$ cat src/hdl/md4_hash_engine_unit_macros.svh
// ============================================================================
// MD4 hash engine assertion macros
// Concurrent assertion helpers, empty when SYNTHESIS is defined.
// ============================================================================
`ifndef MD4_HASH_ENGINE_UNIT_MACROS_SVH
`define MD4_HASH_ENGINE_UNIT_MACROS_SVH
`ifndef SYNTHESIS
`define MD4_ASSERT_IMPL(label, clk, rst_n, prop, msg) \
    label: assert property (@(posedge clk) disable iff (!rst_n) prop) else $error(msg);
`define MD4_ASSERT_NEXT(label, clk, rst_n, cond, nxt, msg) \
    label: assert property (@(posedge clk) disable iff (!rst_n) cond |=> nxt) else $error(msg);
`else
`define MD4_ASSERT_IMPL(label, clk, rst_n, prop, msg)
`define MD4_ASSERT_NEXT(label, clk, rst_n, cond, nxt, msg)
`endif
`endif

$ cat src/hdl/md4_pkg.sv
// ============================================================================
// MD4 package
// Types, constants and round helpers shared by the MD4 engine modules.
// ============================================================================
package md4_pkg;

    localparam logic [31:0] IV0 = 32'h67452301;
    localparam logic [31:0] IV1 = 32'hefcdab89;
    localparam logic [31:0] IV2 = 32'h98badcfe;
    localparam logic [31:0] IV3 = 32'h10325476;
    localparam logic [31:0] K2  = 32'h5a827999;
    localparam logic [31:0] K3  = 32'h6ed9eba1;
    localparam logic [7:0]  PAD_BYTE = 8'h80;
    localparam logic [5:0]  LEN_POS  = 6'd56;

    localparam logic CMD_ABSORB = 1'b0;
    localparam logic CMD_FINISH = 1'b1;

    typedef enum logic [2:0] {
        ST_IDLE,
        ST_COMP,
        ST_PAD,
        ST_PCOMP,
        ST_EMIT
    } t_state;

    // source of the byte written into the block buffer
    typedef enum logic [1:0] {
        BSEL_DATA,
        BSEL_PAD,
        BSEL_ZERO,
        BSEL_LEN
    } t_bsel;

    // controller to datapath
    typedef struct packed {
        logic        wr_en;
        t_bsel       bsel;
        logic        cnt_add;
        logic        start;
        logic        load_iv;
        logic        out_load;
        logic [1:0]  out_idx;
    } t_cmd;

    // datapath to controller
    typedef struct packed {
        logic        busy;
        logic        done;
        logic [5:0]  pos;
    } t_status;

    function automatic logic [31:0] rotl(input logic [31:0] x, input logic [4:0] s);
        logic [63:0] d;
        d = {x, x} << s;
        return d[63:32];
    endfunction

    function automatic logic [4:0] shift_amt(input logic [1:0] r, input logic [1:0] j);
        logic [4:0] s;
        case (r)
            2'd0: begin
                case (j)
                    2'd0: s = 5'd3;
                    2'd1: s = 5'd7;
                    2'd2: s = 5'd11;
                    default: s = 5'd19;
                endcase
            end
            2'd1: begin
                case (j)
                    2'd0: s = 5'd3;
                    2'd1: s = 5'd5;
                    2'd2: s = 5'd9;
                    default: s = 5'd13;
                endcase
            end
            default: begin
                case (j)
                    2'd0: s = 5'd3;
                    2'd1: s = 5'd9;
                    2'd2: s = 5'd11;
                    default: s = 5'd15;
                endcase
            end
        endcase
        return s;
    endfunction

    // message word index for round r, step i
    function automatic logic [3:0] msg_idx(input logic [1:0] r, input logic [3:0] i);
        logic [3:0] m;
        case (r)
            2'd0: m = i;
            2'd1: m = {i[1:0], i[3:2]};
            default: m = {i[0], i[1], i[2], i[3]};
        endcase
        return m;
    endfunction

endpackage

$ cat src/hdl/md4_ctrl.sv
// ============================================================================
// MD4 controller
// Sequences absorb, compression, padding and digest emission.
// ============================================================================
module md4_ctrl (
    input  logic               i_clk,
    input  logic               i_rst_n,
    input  logic               i_valid,
    input  logic               i_command,
    output logic               o_stall,
    input  logic               i_out_stall,
    output logic               o_out_valid,
    output md4_pkg::t_cmd      o_cmd,
    input  md4_pkg::t_status   i_status
);
    import md4_pkg::*;

    t_state     r_state, n_state;
    logic       r_fin, n_fin;        // length goes into the block being padded
    logic [1:0] r_oidx, n_oidx;
    logic       r_ov, n_ov;
    logic       acc;

    assign o_stall     = (r_state != ST_IDLE) || r_ov;
    assign acc         = i_valid && !o_stall;
    assign o_out_valid = r_ov;

    // next state
    always_comb begin
        n_state = r_state;
        n_fin   = r_fin;
        n_oidx  = r_oidx;
        n_ov    = r_ov;
        if (r_ov && !i_out_stall) n_ov = 1'b0;
        case (r_state)
            ST_IDLE: begin
                if (acc) begin
                    if (i_command == CMD_FINISH) begin
                        // pad byte at 56 or later needs one more block
                        n_fin = (i_status.pos < LEN_POS);
                        n_state = (i_status.pos == 6'd63) ? ST_PCOMP : ST_PAD;
                    end else if (i_status.pos == 6'd63) begin
                        n_state = ST_COMP;
                    end
                end
            end
            ST_COMP: begin
                if (i_status.done) n_state = ST_IDLE;
            end
            ST_PAD: begin
                if (i_status.pos == 6'd63) n_state = ST_PCOMP;
            end
            ST_PCOMP: begin
                if (i_status.done) begin
                    if (r_fin) begin
                        n_state = ST_EMIT;
                        n_oidx  = 2'd0;
                    end else begin
                        n_fin   = 1'b1;
                        n_state = ST_PAD;
                    end
                end
            end
            ST_EMIT: begin
                if (!r_ov || !i_out_stall) begin
                    n_ov   = 1'b1;
                    n_oidx = r_oidx + 2'd1;
                    if (r_oidx == 2'd3) n_state = ST_IDLE;
                end
            end
            default: n_state = ST_IDLE;
        endcase
    end

    // outputs
    always_comb begin
        o_cmd = '0;
        o_cmd.bsel = BSEL_DATA;
        case (r_state)
            ST_IDLE: begin
                if (acc) begin
                    o_cmd.wr_en   = 1'b1;
                    o_cmd.bsel    = (i_command == CMD_FINISH) ? BSEL_PAD : BSEL_DATA;
                    o_cmd.cnt_add = (i_command == CMD_ABSORB);
                    o_cmd.start   = (i_status.pos == 6'd63);
                end
            end
            ST_PAD: begin
                o_cmd.wr_en = 1'b1;
                o_cmd.bsel  = (r_fin && i_status.pos >= LEN_POS) ? BSEL_LEN : BSEL_ZERO;
                o_cmd.start = (i_status.pos == 6'd63);
            end
            ST_EMIT: begin
                if (!r_ov || !i_out_stall) begin
                    o_cmd.out_load = 1'b1;
                    o_cmd.out_idx  = r_oidx;
                    o_cmd.load_iv  = (r_oidx == 2'd3);
                end
            end
            default: ;
        endcase
    end

    always_ff @(posedge i_clk) begin
        if (!i_rst_n) begin
            r_state <= ST_IDLE;
            r_fin   <= 1'b0;
            r_oidx  <= 2'd0;
            r_ov    <= 1'b0;
        end else begin
            r_state <= n_state;
            r_fin   <= n_fin;
            r_oidx  <= n_oidx;
            r_ov    <= n_ov;
        end
    end

endmodule

$ cat src/hdl/md4_datapath.sv
// ============================================================================
// MD4 datapath
// Block buffer, bit counter, chaining words and the shared round unit.
// ============================================================================
module md4_datapath (
    input  logic               i_clk,
    input  logic               i_rst_n,
    input  logic [7:0]         i_data_byte,
    input  md4_pkg::t_cmd      i_cmd,
    output md4_pkg::t_status   o_status,
    output logic [31:0]        o_digest_word,
    output logic [1:0]         o_word_index,
    output logic               o_last_word
);
    import md4_pkg::*;

    logic [31:0] r_buf [16];          // block as little-endian words
    logic [63:0] r_cnt;
    logic [63:0] r_len;                // latched length for padding
    logic [5:0]  r_pos;
    logic [31:0] r_h [4];
    logic [31:0] r_v [4];
    logic [5:0]  r_step;               // 0..47 during compression, then 48
    logic        r_busy;
    logic        r_done;
    logic [31:0] r_dw;
    logic [1:0]  r_wi;
    logic        r_lw;

    logic [7:0]  wbyte;
    logic [1:0]  rnd;
    logic [3:0]  si;
    logic [1:0]  t;
    logic [31:0] b, c, d, f, m, k, sum;
    logic [2:0]  lsel;

    // byte source
    assign lsel = r_pos[2:0];
    always_comb begin
        case (i_cmd.bsel)
            BSEL_DATA: wbyte = i_data_byte;
            BSEL_PAD:  wbyte = PAD_BYTE;
            BSEL_ZERO: wbyte = 8'h00;
            default:   wbyte = r_len[{lsel, 3'b000} +: 8];
        endcase
    end

    // round step
    assign rnd = (r_step < 6'd16) ? 2'd0 : ((r_step < 6'd32) ? 2'd1 : 2'd2);
    assign si  = r_step[3:0];
    assign t   = 2'd0 - si[1:0];
    assign b   = r_v[t + 2'd1];
    assign c   = r_v[t + 2'd2];
    assign d   = r_v[t + 2'd3];
    assign m   = r_buf[msg_idx(rnd, si)];
    always_comb begin
        case (rnd)
            2'd0: begin f = (b & c) | (~b & d); k = 32'd0; end
            2'd1: begin f = (b & c) | (b & d) | (c & d); k = K2; end
            default: begin f = b ^ c ^ d; k = K3; end
        endcase
    end
    assign sum = r_v[t] + f + m + k;

    // buffer and counters
    always_ff @(posedge i_clk) begin
        if (i_cmd.wr_en)
            r_buf[r_pos[5:2]][{r_pos[1:0], 3'b000} +: 8] <= wbyte;
        if (i_cmd.wr_en && i_cmd.bsel == BSEL_PAD) r_len <= r_cnt;
    end

    always_ff @(posedge i_clk) begin
        if (!i_rst_n) begin
            r_cnt  <= 64'd0;
            r_pos  <= 6'd0;
            r_busy <= 1'b0;
            r_done <= 1'b0;
            r_step <= 6'd0;
            r_h[0] <= IV0; r_h[1] <= IV1; r_h[2] <= IV2; r_h[3] <= IV3;
        end else begin
            r_done <= 1'b0;
            if (i_cmd.wr_en) r_pos <= r_pos + 6'd1;
            if (i_cmd.cnt_add) r_cnt <= r_cnt + 64'd8;
            if (i_cmd.start) begin
                r_busy <= 1'b1;
                r_step <= 6'd0;
                for (int j = 0; j < 4; j++) r_v[j] <= r_h[j];
            end else if (r_busy) begin
                r_v[t] <= rotl(sum, shift_amt(rnd, si[1:0]));
                if (r_step == 6'd47) begin
                    r_busy <= 1'b0;
                    r_done <= 1'b1;
                end
                r_step <= r_step + 6'd1;
            end
            if (r_done)
                for (int j = 0; j < 4; j++) r_h[j] <= r_h[j] + r_v[j];
            if (i_cmd.load_iv) begin
                r_h[0] <= IV0; r_h[1] <= IV1; r_h[2] <= IV2; r_h[3] <= IV3;
                r_cnt  <= 64'd0;
                r_pos  <= 6'd0;
            end
        end
    end

    // output register
    always_ff @(posedge i_clk) begin
        if (i_cmd.out_load) begin
            r_dw <= r_h[i_cmd.out_idx];
            r_wi <= i_cmd.out_idx;
            r_lw <= (i_cmd.out_idx == 2'd3);
        end
    end

    assign o_status.busy = r_busy || r_done;
    assign o_status.done = r_done;
    assign o_status.pos  = r_pos;
    assign o_digest_word = r_dw;
    assign o_word_index  = r_wi;
    assign o_last_word   = r_lw;

endmodule

$ cat src/hdl/md4_hash_engine_unit.sv
// ============================================================================
// MD4 hash engine
// Streaming MD4 digest over bytes with padding and four-word output.
// ============================================================================
// An absorb item is taken whenever the engine is idle; the 64th byte of a
// block starts a 48-step compression on one shared round unit, and that item
// holds the input off until the compression is done. A finish item writes the
// padding one byte per cycle (one or two blocks, each compressed in turn) and
// then delivers four digest items, word 0 first; no input is taken until the last is gone.
`include "md4_hash_engine_unit_macros.svh"
module md4_hash_engine_unit (
    input  logic        i_clk,
    input  logic        i_rst_n,
    input  logic        i_valid,
    output logic        o_stall,
    input  logic        i_command,
    input  logic [7:0]  i_data_byte,
    output logic        o_valid,
    input  logic        i_stall,
    output logic [31:0] o_digest_word,
    output logic [1:0]  o_word_index,
    output logic        o_last_word
);
    import md4_pkg::*;

    t_cmd    cmd;
    t_status status;

    md4_ctrl u_ctrl (
        .i_clk       (i_clk),
        .i_rst_n     (i_rst_n),
        .i_valid     (i_valid),
        .i_command   (i_command),
        .o_stall     (o_stall),
        .i_out_stall (i_stall),
        .o_out_valid (o_valid),
        .o_cmd       (cmd),
        .i_status    (status)
    );

    md4_datapath u_dp (
        .i_clk         (i_clk),
        .i_rst_n       (i_rst_n),
        .i_data_byte   (i_data_byte),
        .i_cmd         (cmd),
        .o_status      (status),
        .o_digest_word (o_digest_word),
        .o_word_index  (o_word_index),
        .o_last_word   (o_last_word)
    );

    // no byte written while the round unit runs
    `MD4_ASSERT_IMPL(a_nowr_busy, i_clk, i_rst_n, !(cmd.wr_en && status.busy && !status.done), "buffer write during compression")
    // last word flag tracks index
    `MD4_ASSERT_IMPL(a_last, i_clk, i_rst_n, !o_valid || (o_last_word == (o_word_index == 2'd3)), "last_word mismatch")
    // output pending holds the input off
    `MD4_ASSERT_NEXT(a_stall, i_clk, i_rst_n, o_valid && i_stall, o_stall, "input taken while result waits")

endmodule

$ cat config.mk
export PLATFORM = sky130hd
export DESIGN_NAME = md4_hash_engine_unit
export DESIGN_NICKNAME = d
export VERILOG_FILES = /design/src/hdl/md4_pkg.sv /design/src/hdl/md4_ctrl.sv /design/src/hdl/md4_datapath.sv /design/src/hdl/md4_hash_engine_unit.sv
export VERILOG_INCLUDE_DIRS = /design/src /design/src/hdl
export SDC_FILE = /design/constraint.sdc
export NUM_CORES = 2
export LEC_CHECK = 0
export BUFFER_PORTS_ARGS = -buffer_cell sky130_fd_sc_hd__buf_4
export CORE_AREA = 5 5 296 298
export DETAILED_ROUTE_END_ITERATION = 10
export DIE_AREA = 0 0 301 303
export PLACE_DENSITY = 0.81
export SLEW_MARGIN = 5
export SYNTH_ARGS = -nofsm -noshare
export SYNTH_HDL_FRONTEND = slang
export SYNTH_SLANG_ARGS = --single-unit
$ cat constraint.sdc
create_clock -name i_clk -period 15.4 [get_ports i_clk]
set_clock_uncertainty 0.1 [all_clocks]
set_input_delay 3.08 -clock i_clk [delete_from_list [all_inputs] [get_ports i_clk]]
set_output_delay 3.08 -clock i_clk [all_outputs]
set_load 0.03 [all_outputs]
# Word-level counts from Yosys, hierarchy flattened
# Memory sizes are Yosys's and may differ from the RTL's. A register that Yosys moved wholly into a read port is not among the register bits.
# Index checks and enable logic that the tools add are counted.
op_classes:
  n_shift: 4
  muxes: 74
  eq_ne: 22
  addsub: 16
  n_lt_le_gt_ge: 4
  n_reduce_logical: 23
  bitwise_logic: 21
ops:
  columns: ["operator", "n"]
  rows:
  - ["32-bit two-way mux", 10]
  - ["32-bit adder", 6]
  - ["32-bit bitwise AND", 4]
  - ["32-bit bitwise OR", 3]
  - ["64-bit by 4-bit adder with 64-bit output, second input constant", 1]
  - ["32-bit one-hot mux with 2 select lines", 1]
  - ["64-bit by 7-bit variable part select with 8-bit output", 1]
  - ["64-bit by 5-bit << shifter with 64-bit output", 1]
  - ["32-bit bitwise XOR", 2]
  - ["31-bit one-hot mux with 2 select lines", 1]
  - ["32-bit by 31-bit adder with 32-bit output", 1]
  - ["32-bit NOT", 1]
  - ["32-bit OR reduction", 1]
  - ["8-bit by 7-bit variable shift with 32-bit output, first input constant", 1]
  - ["8-bit by 7-bit variable part select with 32-bit output", 1]
  - ["1-bit two-way mux", 30]
  - ["3-bit two-way mux", 9]
  - ["4-bit one-hot mux with 3 select lines", 2]
  - ["8-bit one-hot mux with 3 select lines", 1]
  - ["5-bit two-way mux", 4]
  - ["3-bit one-hot mux with 5 select lines", 1]
  - ["5-bit one-hot mux with 3 select lines", 1]
  - ["2-bit by 1-bit inequality test with 1-bit output, second input constant", 7]
  - ["6-bit by 1-bit adder with 6-bit output, second input constant", 2]
  - ["35 further kinds", 72]
word_totals:
  ff_bits: 152
  ramBits: 768
  inputBits: 13
  out_inout_bits: 37
  wordCells: 179
  n_memories: 3
mem_list:
  columns: ["memory", "depth", "width", "read_ports", "rd_ports_with_merged_regs", "write_ports", "line_no", "source"]
  rows:
  - ["u_dp.r_buf", 16, 32, 1, 0, 1, "md4_datapath.sv:17", "logic [31:0] r_buf [16];"]
  - ["u_dp.r_h", 4, 32, 5, 1, 4, "md4_datapath.sv:21", "logic [31:0] r_h [4];"]
  - ["u_dp.r_v", 4, 32, 8, 0, 4, "md4_datapath.sv:22", "logic [31:0] r_v [4];"]

# Longest topological paths before layout
# An unclocked memory read counts as a cell.
logic_depth:
  word_depth: 12
  mapped_depth: 32

# Cells and area by module
# Synthesis repeated with hierarchy kept, for this count alone.
unflattened:
  cells_unflattened: 4541
  hier_area_um2: 54837.6
by_module_without_submodules:
  columns: ["module", "n_inst", "seq_area_each_um2", "cells_each", "area_per_inst_um2"]
  rows:
  - ["md4_datapath", 1, 26805.7, 4480, 54362.1]
  - ["md4_ctrl", 1, 140.1, 61, 475.5]

# Worst setup path after synthesis
# Ideal clock, no wire load.
synth_path:
  kind: "input port to flip-flop"
  start: "input port i_valid"
  end: "memory u_dp.r_buf[0][28] (data pin)"
  setup_slack_ps: 6071
  stages: 7
  t_arrival_ps: 8921
  path_buffers: 0
  t_required_ps: 14993
  cell_sequence: "nand2b_1 > nor2_1 > nand2_1 > nor3_1 > a21oi_1 > a21oi_1 > nor2_1"
synth_between:
  elab_chain_len: 6
  word_cells_on_any_way: 8
  cone_classes: "eq/ne (2); shift (1); mux (3); reduce/logical (2)"
synth_lines:
  columns: ["item", "line_no", "source"]
  rows:
  - ["start: declaration", "md4_hash_engine_unit.sv:14", "input logic i_valid,"]
  - ["1-bit logical AND (*)", "md4_ctrl.sv:25", "assign acc = i_valid && !o_stall;"]
  - ["5-bit two-way mux (*)", "md4_ctrl.sv:81", "if (acc) begin"]
  - ["3-bit one-hot mux with 2 select lines (*)", "md4_ctrl.sv:79", "case (r_state)"]
  - ["2-bit equality test, or another cell as far along", "md4_datapath.sv:40", "case (i_cmd.bsel)"]
  - ["8-bit one-hot mux with 3 select lines (*)", "md4_datapath.sv:40", null]
  - ["8-bit by 7-bit variable part select with 32-bit output (*)", "md4_datapath.sv:68", "r_buf[r_pos[5:2]][{r_pos[1:0], 3'b000} +: 8] <= wbyte;"]
  - ["end: declaration", "md4_datapath.sv:17", null]
# Every way passes the cells marked *; elsewhere a longest branch is shown, timed or not.

==> qor.txt <==
status = finished, final reports clean
Max-Slew Margin vs Limit = 0.114
Mapped Cells = 4699
Non-Filler Instances = 5869
RSZ-0062 raised after global routing = false
share of the synthesized area in the top cell type = 0.440
initial DRC count = 5056
Pre-antenna DRT Iters = 9
postcts setup bufs = 0
Yosys cell types = 89
Area Overhead vs Synth = 8.29%
Cells after DPL = 5690
CTS tree = done
number of flops mapped to enable cells by yosys = 800
Clk network pwr share = 0.415
Max-Cap Viols = 0
final core occ = 0.698
largest net degree at the start of global routing = 185
Crit. Startpoint = u_dp.r_step[4]$_SDFFE_PP0P_
fin crit share = 0.588
number of I/O port buffers = 49
hold path cells = 0
most common cell after layout, fill and taps aside = edfxtp_1
Slew Viols, Final = 0
leakage power = 21.2 nW
sw frac = 0.244
worst hold start = u_dp.r_cnt[63]$_SDFFE_PP0P_
Area contributors post-synth = edfxtp_1, mux4_2, dfxtp_1
via count = 40070
crit-path max FO = 38
most frequent cells in the layout = edfxtp_1, nor2_1, nand2_1
#FFs+latches synth = 946
die area = 91200 um^2
Die X = 301 um
first-pass GRT wire length = 233 mm
Total Power = 5.65 mW
FILL cells = 5778
CP Launch Type = flop
Avg Vias per Cell = 6.83
CTS buffer count = 95
PwrDens = 95.7 nW/um^2
final setup vio count = 0
Yosys warning total = 0
final wirelength = 154 mm
CTS sink count = 946
FP Rows = 107
Routed WL per cell = 26.3 um
clk_lat worst skew = 0.68 ns
# IOs = 50
Fin. Hold Viols = 0
Avg Cell Area, Syn = 11.6 um^2
Psw = 1.38 mW
Critical Path RT = 15.69 ns
GRT overflow = 0
Die Ht = 303 um
Achievable Freq = 110 MHz
initial core utilization = 0.645
asr flop ratio synth = 0
combinational share of power = 0.090
Worst setup EP type = flop
P_int = 4.27 mW
reg-to-reg startpoint = u_dp.r_step[4]$_SDFFE_PP0P_
# DRC = 0
clk root buf = clkbuf_16
Final Critical Period = 9.06 ns
clock transition at the registers of the reported paths = 0.06 ns
setup_tns = 0 ns
vias in the first global route = 38573
core area = 84600 um^2
Tot GR Track Use = 0.337
worst-margin pin slew = 1.32 ns
syn_nets = 4978
Top FF cell, synth = edfxtp_1
post-CTS sizing = 0
H-tree levels = 3
maximum clock insertion buffer count = 3
post-DP HPWL = 103 mm
class of the worst hold path = reg -> reg
hold_buf cts = 0
Worst EP arrival = 9.35 ns
initial antenna violation count = 4
DRT antenna net count = 0
Seq pwr share = 0.495
Setup CP Type = reg -> reg
sequential area share after synthesis = 0.494
share of layout cells above drive strength 1 = 0.139
NumNets Final = 4922
gpl congestion = 0.954
VDD IR-drop max = 0.106 mV
largest area contributor in the synthesized netlist = edfxtp_1
Post-Syn Area = 54600 um^2
Reg2Reg Depth = 23
cell type report:
type | count | area [um^2] | area share
sequential | 946 | 27000 | 0.456
tap | 1144 | 1430 | 0.0242
inverter | 191 | 717 | 0.0121
multi-input combinational | 3309 | 26100 | 0.441
antenna | 1 | 2.50 | 0.0000423
clock inverter | 63 | 588 | 0.00995
clock buffer | 115 | 2560 | 0.0433
timing repair buffer | 100 | 776 | 0.0131
Yosys cell counts (all sizes together), types with 34 or more instances:
library cell,n
a211oi,70
a21o,70
a21oi,326
a31oi,58
and3,35
buf,73
clkbuf,180
dfxtp,146
edfxtp,800
fa,91
ha,175
inv,189
mux2,87
mux2i,111
mux4,257
nand2,422
nand2b,34
nand3,86
nor2,554
nor2b,44
nor3,84
o21ai,256
o22ai,40
xnor2,90
xor2,104
final timing paths:
check	end	slack, ns
hold / removal	u_dp.r_len[63]$_DFFE_PP_	0.36
setup reg to reg	u_dp.r_v[1][25]$_DFFE_PP_	6.34
hold reg to reg	u_dp.r_len[63]$_DFFE_PP_	0.36
setup / recovery	u_dp.r_v[1][25]$_DFFE_PP_	6.34
routing by layer:
metal	vias to the layer above	GRT usage	wire, um
li1	17461	-	-
met1	19328	0.447	55400
met2	2746	0.531	71600
met3	535	0.0701	17800
met4	0	0.179	9680
met5	-	0	0
per-stage QoR:
step	setup WS, ns	hold slack, ns	instance area [um^2]
2_1_floorplan	6.07	0.328	54600
3_3_place_gp	6.48	0.342	55900
3_5_place_dp	6.40	0.345	55900
4_1_cts	6.33	0.359	59100
5_1_grt	5.51	0.381	59100
6_report	6.34	0.357	59100
cells by family after synthesis:
logic type | after synthesis | share of synthesized area
multiplexers | 455 | 0.145
flip-flops | 946 | 0.494
buffers and inverters | 444 | 0.0310
AND/OR/NAND/NOR | 1390 | 0.113
XOR/XNOR | 194 | 0.0311
adder cells (fa/ha/maj) | 266 | 0.0735
AO/OA/AOI/OAI | 1004 | 0.113
power by group through the flow:
stage / Sequential (mW) / Combinational, mW / Clock (mW)
floorplan: 2.85 / 0.327 / 0
global placement: 2.85 / 0.476 / 0
detailed placement: 2.85 / 0.487 / 0
CTS: 2.80 / 0.494 / 2.35
global route: 2.79 / 0.544 / 2.47
finish: 2.80 / 0.512 / 2.35
worst max-delay path, stage by stage, from the launching register on:
cell and delay [ns]:
dfxtp_2 0.60, mux2i_1 0.28, o21a_4 0.66, buf_4 0.76, buf_4 0.61, mux4_2 0.59
mux2_2 0.28, a21oi_1 0.33, fa_1 0.47, inv_1 0.09, fa_1 0.41, ha_1 0.47
a21o_1 0.26, a21o_1 0.19, a21o_1 0.22, a221oi_1 0.54, inv_1 0.08, a31o_1 0.22
a211o_1 0.27, a21oi_2 0.20, a211oi_1 0.11, a21o_1 0.23, mux2i_1 0.56, o21ai_1 0.16
state kept, by name, summed over array words and instances (netlist names), 2 cells and up:
register	cells
u_ctrl.r_oidx	2
u_dp.o_digest_word	32
u_dp.r_pos	6
u_dp.r_v	128
u_dp.r_cnt	61
u_ctrl.r_state	3
u_dp.r_buf	512
u_dp.r_len	61
u_dp.r_h	128
u_dp.o_word_index	2
u_dp.r_step	6
(Power assumes the default switching activity.)
